===== src/design/sltd_pkg.sv =====
// Package for the sync/length/trailer deframer.
// Holds the framing byte constants and the controller/datapath interface structs.
// No dependencies.
package sltd_pkg;

    localparam logic [7:0] SYNC_FIRST  = 8'h55;
    localparam logic [7:0] SYNC_SECOND = 8'hAA;
    localparam logic [7:0] TRAILER     = 8'h5A;

    localparam int BYTE_W  = 8;
    localparam int INDEX_W = 6;
    localparam int FLEN_W  = 7;

    // Commands from controller to datapath
    typedef struct packed {
        logic len_load;   // capture length byte
        logic cnt_clr;    // clear byte counter
        logic cnt_inc;    // advance byte counter
        logic wr_en;      // write payload byte into store
        logic rd_en;      // read store at counter
        logic out_load;   // load result register
        logic out_empty;  // result is the empty-frame marker
    } t_cmd;

    // Status from datapath to controller
    typedef struct packed {
        logic sync1;      // rx byte is first sync
        logic sync2;      // rx byte is second sync
        logic trailer;    // rx byte is trailer
        logic rx_zero;    // rx byte is zero
        logic len_ok;     // stored length within limit
        logic len_zero;   // stored length is zero
        logic cnt_end;    // counter at last byte of payload
        logic out_free;   // result register can take a new item
    } t_sts;

endpackage


===== src/design/sltd_ram.sv =====
// Generic single write port, single read port RAM with registered read.
// No dependencies.
module sltd_ram #(
    parameter int WIDTH = 8,
    parameter int DEPTH = 64,
    localparam int AW = (DEPTH > 1) ? $clog2(DEPTH) : 1
) (
    input  logic             i_clk,
    input  logic             i_wr_en,
    input  logic [AW-1:0]    i_wr_addr,
    input  logic [WIDTH-1:0] i_wr_data,
    input  logic             i_rd_en,
    input  logic [AW-1:0]    i_rd_addr,
    output logic [WIDTH-1:0] o_rd_data
);

    logic [WIDTH-1:0] r_mem [DEPTH];
    logic [WIDTH-1:0] r_rd_data;

    // Write port
    always_ff @(posedge i_clk) begin
        if (i_wr_en) begin
            r_mem[i_wr_addr] <= i_wr_data;
        end
    end

    // Registered read, holds when not enabled
    always_ff @(posedge i_clk) begin
        if (i_rd_en) begin
            r_rd_data <= r_mem[i_rd_addr];
        end
    end

    assign o_rd_data = r_rd_data;

endmodule


===== src/design/sltd_ctrl.sv =====
// Deframer controller: frame hunt, payload count and playback sequencing.
// Depends on sltd_pkg (t_cmd, t_sts).
module sltd_ctrl
    import sltd_pkg::*;
(
    input  logic i_clk,
    input  logic i_rst_n,
    input  logic i_rx_valid,
    input  t_sts i_sts,
    output logic o_rx_ready,
    output t_cmd o_cmd
);

    typedef enum logic [2:0] {
        S_HUNT,
        S_SYNC2,
        S_LEN,
        S_PAY,
        S_TRL,
        S_RD,
        S_LD,
        S_EMPTY
    } t_state;

    t_state r_state;
    t_state n_state;
    logic   rx_ready;
    logic   rx_acc;

    // Input is taken in every receive state, held off during playback
    always_comb begin
        case (r_state)
            S_HUNT, S_SYNC2, S_LEN, S_PAY, S_TRL: rx_ready = 1'b1;
            default:                              rx_ready = 1'b0;
        endcase
    end

    assign rx_acc     = i_rx_valid && rx_ready;
    assign o_rx_ready = rx_ready;

    // Next state and commands
    always_comb begin
        n_state = r_state;
        o_cmd   = '0;
        case (r_state)
            S_HUNT: begin
                if (rx_acc && i_sts.sync1) begin
                    n_state = S_SYNC2;
                end
            end
            S_SYNC2: begin
                if (rx_acc) begin
                    n_state = i_sts.sync2 ? S_LEN : S_HUNT;
                end
            end
            S_LEN: begin
                if (rx_acc) begin
                    o_cmd.len_load = 1'b1;
                    o_cmd.cnt_clr  = 1'b1;
                    n_state        = i_sts.rx_zero ? S_TRL : S_PAY;
                end
            end
            S_PAY: begin
                if (rx_acc) begin
                    // oversize frames are counted through but not stored
                    o_cmd.wr_en   = i_sts.len_ok;
                    o_cmd.cnt_inc = 1'b1;
                    if (i_sts.cnt_end) begin
                        n_state = S_TRL;
                    end
                end
            end
            S_TRL: begin
                if (rx_acc) begin
                    if (i_sts.trailer && i_sts.len_ok) begin
                        o_cmd.cnt_clr = 1'b1;
                        n_state       = i_sts.len_zero ? S_EMPTY : S_RD;
                    end else begin
                        n_state = S_HUNT;
                    end
                end
            end
            S_RD: begin
                o_cmd.rd_en = 1'b1;
                n_state     = S_LD;
            end
            S_LD: begin
                if (i_sts.out_free) begin
                    o_cmd.out_load = 1'b1;
                    if (i_sts.cnt_end) begin
                        n_state = S_HUNT;
                    end else begin
                        o_cmd.cnt_inc = 1'b1;
                        n_state       = S_RD;
                    end
                end
            end
            S_EMPTY: begin
                if (i_sts.out_free) begin
                    o_cmd.out_load  = 1'b1;
                    o_cmd.out_empty = 1'b1;
                    n_state         = S_HUNT;
                end
            end
            default: begin
                n_state = S_HUNT;
            end
        endcase
    end

    // State register
    always_ff @(posedge i_clk) begin
        if (!i_rst_n) begin
            r_state <= S_HUNT;
        end else begin
            r_state <= n_state;
        end
    end

endmodule


===== src/design/sltd_dpath.sv =====
// Deframer datapath: byte compares, length and counter, payload store, result register.
// Depends on sltd_pkg and sltd_ram.
module sltd_dpath
    import sltd_pkg::*;
#(
    parameter int MAX_PAYLOAD = 64
) (
    input  logic               i_clk,
    input  logic               i_rst_n,
    input  logic [BYTE_W-1:0]  i_rx_byte,
    input  logic               i_res_ready,
    input  t_cmd               i_cmd,
    output t_sts               o_sts,
    output logic               o_res_valid,
    output logic [BYTE_W-1:0]  o_payload_byte,
    output logic [INDEX_W-1:0] o_byte_index,
    output logic [FLEN_W-1:0]  o_frame_length,
    output logic               o_empty_frame,
    output logic               o_last
);

    localparam int AW = (MAX_PAYLOAD > 1) ? $clog2(MAX_PAYLOAD) : 1;

    logic [7:0]         r_len;
    logic [7:0]         r_cnt;
    logic               r_valid;
    logic [BYTE_W-1:0]  r_payload;
    logic [INDEX_W-1:0] r_index;
    logic [FLEN_W-1:0]  r_flen;
    logic               r_empty;
    logic               r_last;
    logic [BYTE_W-1:0]  ram_rd_data;
    logic               cnt_end;
    logic               out_free;

    // counter sits on the last payload byte when cnt + 1 == len
    assign cnt_end  = ({1'b0, r_cnt} + 9'd1) == {1'b0, r_len};
    assign out_free = !r_valid || i_res_ready;

    // Status to controller
    always_comb begin
        o_sts.sync1    = (i_rx_byte == SYNC_FIRST);
        o_sts.sync2    = (i_rx_byte == SYNC_SECOND);
        o_sts.trailer  = (i_rx_byte == TRAILER);
        o_sts.rx_zero  = (i_rx_byte == 8'd0);
        o_sts.len_ok   = (r_len <= 8'(MAX_PAYLOAD));
        o_sts.len_zero = (r_len == 8'd0);
        o_sts.cnt_end  = cnt_end;
        o_sts.out_free = out_free;
    end

    // Length and byte counter
    always_ff @(posedge i_clk) begin
        if (i_cmd.len_load) begin
            r_len <= i_rx_byte;
        end
        if (i_cmd.cnt_clr) begin
            r_cnt <= 8'd0;
        end else if (i_cmd.cnt_inc) begin
            r_cnt <= r_cnt + 8'd1;
        end
    end

    // Payload store
    sltd_ram #(
        .WIDTH (BYTE_W),
        .DEPTH (MAX_PAYLOAD)
    ) u_store (
        .i_clk     (i_clk),
        .i_wr_en   (i_cmd.wr_en),
        .i_wr_addr (r_cnt[AW-1:0]),
        .i_wr_data (i_rx_byte),
        .i_rd_en   (i_cmd.rd_en),
        .i_rd_addr (r_cnt[AW-1:0]),
        .o_rd_data (ram_rd_data)
    );

    // Result register valid
    always_ff @(posedge i_clk) begin
        if (!i_rst_n) begin
            r_valid <= 1'b0;
        end else if (i_cmd.out_load) begin
            r_valid <= 1'b1;
        end else if (i_res_ready) begin
            r_valid <= 1'b0;
        end
    end

    // Result register payload
    always_ff @(posedge i_clk) begin
        if (i_cmd.out_load) begin
            r_payload <= i_cmd.out_empty ? '0 : ram_rd_data;
            r_index   <= i_cmd.out_empty ? '0 : r_cnt[INDEX_W-1:0];
            r_flen    <= r_len[FLEN_W-1:0];
            r_empty   <= i_cmd.out_empty;
            r_last    <= i_cmd.out_empty || cnt_end;
        end
    end

    assign o_res_valid    = r_valid;
    assign o_payload_byte = r_payload;
    assign o_byte_index   = r_index;
    assign o_frame_length = r_flen;
    assign o_empty_frame  = r_empty;
    assign o_last         = r_last;

endmodule


===== src/design/sync_length_trailer_deframer_core.sv =====
// Channel  | valid        | ready        | payload
// rx in    | i_rx_valid   | o_rx_ready   | i_rx_byte
// res out  | o_res_valid  | i_res_ready  | o_payload_byte, o_byte_index, o_frame_length,
//          |              |              | o_empty_frame, o_last
//
// Receive: one byte per cycle through sync, length, payload and trailer.
// Playback after a good trailer: a store read, then a result register load, for each
// payload byte, and one marker load for an empty frame; input is held off meanwhile.
// Result stalls hold playback; reset (synchronous, active low) returns to the hunt.
// Top level of the deframer; depends on sltd_pkg, sltd_ctrl, sltd_dpath, sltd_ram.
module sync_length_trailer_deframer_core
    import sltd_pkg::*;
#(
    parameter int MAX_PAYLOAD = 64
) (
    input  logic               i_clk,
    input  logic               i_rst_n,
    input  logic               i_rx_valid,
    output logic               o_rx_ready,
    input  logic [BYTE_W-1:0]  i_rx_byte,
    output logic               o_res_valid,
    input  logic               i_res_ready,
    output logic [BYTE_W-1:0]  o_payload_byte,
    output logic [INDEX_W-1:0] o_byte_index,
    output logic [FLEN_W-1:0]  o_frame_length,
    output logic               o_empty_frame,
    output logic               o_last
);

    t_cmd cmd;
    t_sts sts;

    sltd_ctrl u_ctrl (
        .i_clk      (i_clk),
        .i_rst_n    (i_rst_n),
        .i_rx_valid (i_rx_valid),
        .i_sts      (sts),
        .o_rx_ready (o_rx_ready),
        .o_cmd      (cmd)
    );

    sltd_dpath #(
        .MAX_PAYLOAD (MAX_PAYLOAD)
    ) u_dpath (
        .i_clk          (i_clk),
        .i_rst_n        (i_rst_n),
        .i_rx_byte      (i_rx_byte),
        .i_res_ready    (i_res_ready),
        .i_cmd          (cmd),
        .o_sts          (sts),
        .o_res_valid    (o_res_valid),
        .o_payload_byte (o_payload_byte),
        .o_byte_index   (o_byte_index),
        .o_frame_length (o_frame_length),
        .o_empty_frame  (o_empty_frame),
        .o_last         (o_last)
    );

`ifndef SYNTHESIS
    // store is written only with an accepted byte
    a_wr_on_accept: assert property (@(posedge i_clk) disable iff (!i_rst_n)
        cmd.wr_en |-> (i_rx_valid && o_rx_ready))
        else $error("payload store written without an accepted item");

    // a payload result always lies inside its frame
    a_index_in_frame: assert property (@(posedge i_clk) disable iff (!i_rst_n)
        (o_res_valid && !o_empty_frame) |-> ({1'b0, o_byte_index} < o_frame_length))
        else $error("byte index beyond frame length");

    // input stays held off while a run item other than the last is waiting
    a_run_holds_input: assert property (@(posedge i_clk) disable iff (!i_rst_n)
        (o_res_valid && !o_last) |-> !o_rx_ready)
        else $error("input taken in the middle of a playback run");
`endif

endmodule

===== config.mk =====
export PLATFORM = sky130hd
export DESIGN_NAME = sync_length_trailer_deframer_core
export DESIGN_NICKNAME = d
export VERILOG_FILES = /design/src/design/sltd_pkg.sv /design/src/design/sltd_ram.sv /design/src/design/sltd_ctrl.sv /design/src/design/sltd_dpath.sv /design/src/design/sync_length_trailer_deframer_core.sv
export SDC_FILE = /design/constraint.sdc
export NUM_CORES = 1
export LEC_CHECK = 0
export BUFFER_PORTS_ARGS = -buffer_cell sky130_fd_sc_hd__buf_2
export CORE_ASPECT_RATIO = 0.5
export CORE_MARGIN = 5
export CORE_UTILIZATION = 65
export DETAILED_ROUTE_END_ITERATION = 7
export PLACE_DENSITY = 0.82
export RECOVER_POWER = 25
export SYNTH_ARGS = -nofsm -noshare
export SYNTH_HDL_FRONTEND = slang
export SYNTH_HIERARCHICAL = 1
export SYNTH_SLANG_ARGS = --single-unit

===== constraint.sdc =====
create_clock -name i_clk -period 6.3 [get_ports i_clk]
set_input_delay 0 -clock i_clk [delete_from_list [all_inputs] [get_ports i_clk]]
set_output_delay 0 -clock i_clk [all_outputs]
set_load 0.03 [all_outputs]

==> impl_results.md, run 1 <==
* Clock skew at 0.0197 ns
* Worst path max stage delay at 2.43 ns
* Die Wd at 272 um
* Full die area at 38400 sq um
* Max Freq at 241 MHz
* Residual DRC at 0
* Crit end category: flop
* Die height at 141 um
* WP buf/inv at 4
* Mean area per synthesized cell at 19.7 sq um
* Met2 track demand over resource at 0.423
* Share of cells above drive strength 1 at 0.214
* Max IR drop VDD at 215 uV
* Via/cell ratio at 7.06
* Reg2Reg Depth at 8
* Cell Area, Synth at 22300 sq um
* # diodes at 0
* Clk Tree Root Cell: clkbuf_16
* Area contributors post-synth: edfxtp_1 (74%), mux4_2 (13%), nor2_1 (1.7%)
* Fin crit period at 4.14 ns
* First-pass GRT wire length at 76.5 mm
* Post-synth EDFFs at 551
* PortBufs at 36
* Final period util at 0.657
* Register area at 16800 sq um
* Initial Utilization at 0.654
* Cts bufs inserted at 47
* RSZ-0062 raised after global routing: no
* Crit Path Category: input port to flop
* Max Slew Vio Count at 274
* WP data required at 6.80 ns
* Final ANT Viol Nets at 0
* Worst-Margin Slew at 3.49 ns
* Failing checks: capacitance limit, slew limit
* Rows at 48
* Vias in the first global route at 11600
* Crit-path cells: buf_2, clkbuf_1, nand2_1, nor4_1, o21ai_0, a211oi_1, o21ai_0, dlygate4sd3_1, a21oi_1, dlygate4sd3_1
* Flop and latch count out of synthesis at 563
* Crit. Startpoint: i_rx_byte[0]
* Post-synth ARST share at 0
* Net count after synthesis at 1145
* YS warnings at 6
* Syn-to-layout area delta at 8.65%
* Drt pass-1 iters at 7
* Last element of the critical path: u_ctrl/r_state[0]
* Final wirelength at 50.6 mm
* Slowest cell on the critical path: clkbuf_1
* Clock sink count at 563
* # nets final at 1190
* Cell taking the most area after synthesis: edfxtp_1
* Synth unique cells at 57
* R2R Path End: u_ctrl/r_state[0]
* Status: complete, but fails checks
* Total Power at 6890 uW
* Post-synthesis sequential area ratio at 0.751
* Nature of the critical path startpoint: input port
* Final hold vios at 0
* Maximum root-to-sink buffer count at 3
* Synth Instances at 1132
* TritonCTS clock tree: done
* Overall routing resource usage at 0.270
* Largest net degree at the start of global routing at 90
* Min-delay src: i_rx_byte[5]
* Rel. slew slack at -1.33
* Critical path fanouts, max at 67
* Worst skew pair latency at 0.57 ns
* CP Depth at 10
* Initial antenna violation count at 0
* Number of placed I/O pins at 37
* TNS Setup at 0 ns
* Reg2reg setup slack at 2.31 ns
* Worst r2r src: u_dpath/r_cnt[2]
* Hold Crit Class: input port to flop
* Yosys top cell area share at 0.740
* Pwr dens at 284 nW/um^2
* Multi-input gate area at 5150 sq um
* Busiest layer in global routing: met2
* Setup Viol. Count Final at 0
* CORE AREA at 34200 sq um
* Htree depth at 2
* Postcts setup bufs at 0
* Static leakage at 0.00721 uW
* Grt ovf at 0
* Drt wl/cell at 30.5 um
* Initial drt markers at 1867
* DP HPWL at 28.9 mm
* Max_cap viols at 4
* Top-count cell post-synth: edfxtp_1
* Grt met1 use at 0.389
* Worst EP arrival at 4.64 ns
* Clock transition at the registers of the reported paths at 0.07 ns
* Cell family with most CP delay: buffers and inverters
* Grt met3 use at 0.0658
* Routability cong. at 0.862
* Post-synth top cells: edfxtp_1 (551), mux4_2 (126), nor2_1 (100)
* Top FF cell, synth: edfxtp_1
* Vias at 11700
* Fill count at 1904
[cells by family (layout without fill, tap and decap cells)]
family                   after synthesis  in the layout  synth area share
adder cells (fa/ha/maj)                1              1          0.000560
AND/OR/NAND/NOR                      235            235            0.0515
XOR/XNOR                              14             14           0.00549
AO/OA/AOI/OAI                         87             87            0.0282
flip-flops                           563            563             0.751
buffers and inverters                 68            147            0.0184
multiplexers                         164            164             0.145
[flip-flops by register name, summed over array words and instances, names as in the netlist]
signal / cells
u_dpath/r_cnt: 8
u_dpath/o_empty_frame: 1
u_dpath/o_payload_byte: 8
u_dpath/o_byte_index: 6
u_dpath/u_store/r_mem: 512
u_dpath/o_frame_length: 7
u_dpath/u_store/o_rd_data: 8
u_ctrl/r_state: 3
u_dpath/r_len: 8
u_dpath/o_last: 1
u_dpath/o_res_valid: 1
[worst min path at each step]
stage                                         to  depth (start not counted)
floorplan                       u_dpath/r_len[0]                          0
global placement               u_ctrl/r_state[0]                          3
detailed placement             u_ctrl/r_state[0]                          3
CTS                 u_dpath/u_store/r_mem[55][5]                          2
global route        u_dpath/u_store/r_mem[51][5]                          2
finish              u_dpath/u_store/r_mem[49][5]                          2
[area by class of cell]
cell class                      instances  share of cell area
Sequential cell                       563               0.692
Multi-Input combinational cell        501               0.212
Clock buffer                           61              0.0506
Tap cell                              450              0.0232
Timing Repair Buffer                   59              0.0150
Clock inverter                         22             0.00624
Inverter                                5            0.000773
[per-layer routing]
metal | up-vias | part of all wire
met1 | 6026 | 0.37
li1 | 4724 | -
met3 | 117 | 0.13
met2 | 861 | 0.47
met4 | 0 | 0.033
met5 | - | 0
[cells in the final DEF, fill, tap and decap left out, types with 4 or more instances in the layout]
| cell | netlist | routed |
|---|---|---|
| buf_4 | 18 | 12 |
| mux4_2 | 126 | 126 |
| mux2i_1 | 25 | 25 |
| nor2_1 | 100 | 100 |
| dfxtp_1 | 12 | 7 |
| a221oi_1 | 6 | 6 |
| edfxtp_1 | 551 | 551 |
| o21ai_0 | 10 | 10 |
| xor2_1 | 5 | 5 |
| inv_1 | 5 | 5 |
| nor3_1 | 13 | 12 |
| a211oi_1 | 8 | 8 |
| nand3b_1 | 4 | 4 |
| xnor2_1 | 9 | 9 |
| and3_1 | 4 | 4 |
| clkbuf_16 | 0 | 47 |
| clkinv_2 | 0 | 9 |
| buf_2 | 15 | 35 |
| nand4_1 | 6 | 6 |
| o2111ai_1 | 4 | 4 |
| dlygate4sd3_1 | 0 | 6 |
| o221ai_1 | 8 | 8 |
| clkbuf_1 | 19 | 19 |
| nand2_1 | 32 | 32 |
| or3_1 | 5 | 5 |
| a21oi_1 | 11 | 11 |
| o22ai_1 | 10 | 10 |
| clkinv_1 | 0 | 10 |
| nand2b_1 | 9 | 9 |
| nor4_1 | 6 | 6 |
| nor2b_1 | 28 | 28 |
| nand3_1 | 18 | 18 |
| mux2_2 | 13 | 13 |
[through the flow]
step           utilization  area, sq um  setup WS, ns  hold slack [ns]  std cells
6_report             0.710        24300          2.16            0.148       1661
5_1_grt              0.710        24300          1.67            0.182       1661
4_1_cts              0.711        24300          2.36            0.166       1661
3_5_place_dp         0.669        22900          2.68            0.286       1572
3_3_place_gp         0.669        22900          2.69            0.285       1572
2_1_floorplan            -        22300          3.39           0.0989       1132
[report_power, final]
| group | total [uW] | switching, uW | internal (uW) |
|---|---|---|---|
| sequential | 4110 | 0.0245 | 4110 |
| combinational | 74.1 | 66.8 | 7.31 |
| clock | 2710 | 1250 | 1460 |
[what timing repair did]
item | 4_1_cts | 5_1_grt
endpoints found under the hold margin | 17 | 0
hold buffers | 6 | 0
gates resized for setup | 0 | 0
(Power assumes the default switching activity.)
==> run 2: changes to the inputs <==
Settings changed: CORE_UTILIZATION 65 to 62, PLACE_DENSITY 0.82 to 0.79.
Clock period 6.3 ns to 4 ns, I/O delays scaled along.
==> impl_results.md, run 2 (synthesis gave the netlist of run 1 again) <==
* Post-CTS sizing at 0 (unchanged)
* Share of cells above drive strength 1 at 0.259 (+0.0447)
* Syn-to-layout area delta at 11.6%
* Status: complete, but fails checks
* Initial drt markers at 1876 (+0.48%)
* Most frequent cells in the layout: edfxtp_1 (551), mux4_2 (126), nor2_1 (100), buf_4 (81), clkbuf_16 (49)
* Hold Path Stages at 7 (+5)
* Fin crit period at 3.72 ns
* WP data required at 4.21 ns (-2.59 ns)
* RSZ-0062 raised after global routing: no
* First-pass GRT wire length at 76.8 mm (+0.44%)
* Largest net degree at the start of global routing at 111 (+23%)
* Overall routing resource usage at 0.261 (-0.00860)
* Die height at 144 um (+2.2%)
* Reg2Reg Depth at 8 (unchanged)
* Max IR drop VDD at 339 uV (+57%)
* Worst EP arrival at 3.94 ns (-0.70 ns)
* Max Freq at 268 MHz
* Nature of the critical path startpoint: flop
* Most flops, register: u_dpath/u_store/r_mem
* Final period util at 0.931
* Largest register FFs at 512 (unchanged)
* Clock sink count at 563 (unchanged)
* Fill count at 2055 (+7.9%)
* Multi-input gate area at 5150 sq um (unchanged)
* Clk Tree Root Cell: clkbuf_16
* Number of placed I/O pins at 37 (unchanged)
* Register area at 16800 sq um (unchanged)
* Vias at 12000 (+2.1%)
* Initial antenna violation count at 1 (+1)
* TritonCTS clock tree: done
* Setup Viol. Count Final at 0 (unchanged)
* Worst-Margin Slew at 3.33 ns (-0.161 ns)
* Drt pass-1 iters at 6 (-1)
* Max Slew Vio Count at 203 (-26%)
* CORE AREA at 35700 sq um (+4.6%)
* TNS Setup at 0 ns (unchanged)
* Final hold slack at 0.223 ns (+0.0753 ns)
* Die Wd at 278 um (+2.3%)
* Pwr dens at 438 nW/um^2 (+54%)
* PortBufs at 36 (unchanged)
* Htree depth at 2 (unchanged)
* Critical path fanouts, max at 8 (-88%)
* Via/cell ratio at 6.76 (-4.3%)
* Grt ovf at 0 (unchanged)
* DP HPWL at 30.9 mm (+6.7%)
* Final ANT Viol Nets at 0 (unchanged)
* Final hold vios at 0 (unchanged)
* Crit end category: flop
* Leading cell type in the layout, fill and taps excluded: edfxtp_1
* Drt wl/cell at 29.2 um (-4.3%)
* Clock transition at the registers of the reported paths at 0.07 ns (about the same)
* Failing checks: capacitance limit, slew limit
* Vias in the first global route at 11700 (+0.96%)
* # diodes at 0 (unchanged)
* Crit Path Category: flop to flop
* Hold Crit Class: input port to flop
* Final wirelength at 51.7 mm (+2.1%)
* Residual DRC at 0 (unchanged)
* Rows at 49 (+2.1%)
* Clock skew at 0.0201 ns (+0.000440 ns)
* Static leakage at 0.00762 uW (+5.6%)
* # nets final at 1264 (+6.2%)
* Cts bufs inserted at 47 (unchanged)
* Initial Utilization at 0.625 (-0.0287)
* Worst skew pair latency at 0.57 ns (about the same)
* Rel. slew slack at -1.22 (+0.108)
* Routability cong. at 0.848 (-1.5%)
* Max_cap viols at 4 (unchanged)
* Full die area at 40200 sq um (+4.6%)
* Maximum root-to-sink buffer count at 3 (unchanged)
## run 2: cell types whose count changed in the layout (fill, tap and decap cells not counted), sizes merged
cell         change
clkinv           +5
clkbuf           +6
dlygate4sd3      +2
clkinvlp         +1
buf             +65
inv              -1
bufinv           -1
## run 2: final timing paths
| path | startpoint | endpoint | slack (ns) |
|---|---|---|---|
| max | u_dpath/r_len[2] | u_dpath/u_store/r_mem[20][0] | 0.28 |
| max reg2reg | u_dpath/r_len[2] | u_dpath/u_store/r_mem[20][0] | 0.28 |
| min | i_rx_byte[1] | u_ctrl/r_state[1] | 0.22 |
| min reg2reg | u_dpath/r_len[4] | u_dpath/o_frame_length[4] | 0.52 |
## run 2: routing by layer
layer	track usage	vias to the layer above	wire [um]
met2	0.414	816	24300
met1	0.377	6187	20000
met4	0.0749	0	1360
met3	0.0611	103	5930
met5	0	-	0
li1	-	4867	-
## run 2: critical path: stages (launching register included)
cell	delay [ns]
edfxtp_1	0.48
nor4_1	0.42
nand2_1	0.16
a21oi_1	0.27
nand3_1	0.13
nor2_1	0.47
nor2b_1	0.34
nand2_1	0.39
nor2_1	0.68
## run 2: report_power, final
group | internal [uW] | total, uW | leakage [uW] | switching (uW)
registers | 6460 | 6460 | 0.00507 | 0.0405
logic | 13.4 | 123 | 0.00184 | 110
clock network | 2310 | 4340 | 0.000709 | 2030
total | 8790 | 10900 | 0.00762 | 2140
## run 2: area by class of cell
type / instances / area share
timing repair buffer: 133 / 0.0376
tap: 484 / 0.0243
clock buffer: 60 / 0.0508
clock inverter: 26 / 0.00612
multi-input combinational: 501 / 0.207
sequential: 563 / 0.674
inverter: 5 / 0.000753
## run 2: repair_timing
item / 4_1_cts / 5_1_grt
hold endpoints to repair: 46 / 0
hold buffers: 8 / 0
buffers inserted: 0 / 0
## run 2: through the flow
stage | utilization | worst slack [ns] | instance area (sq um) | total power [uW] | std cells
2_1_floorplan | - | 1.09 | 22300 | 6600 | 1132
3_3_place_gp | 0.656 | 0.669 | 23500 | 6710 | 1678
3_5_place_dp | 0.656 | 0.462 | 23500 | 6710 | 1678
5_1_grt | 0.698 | 0.154 | 24900 | 11300 | 1772
6_report | 0.698 | 0.275 | 24900 | 10900 | 1772
4_1_cts | 0.698 | 0.405 | 25000 | 11000 | 1772
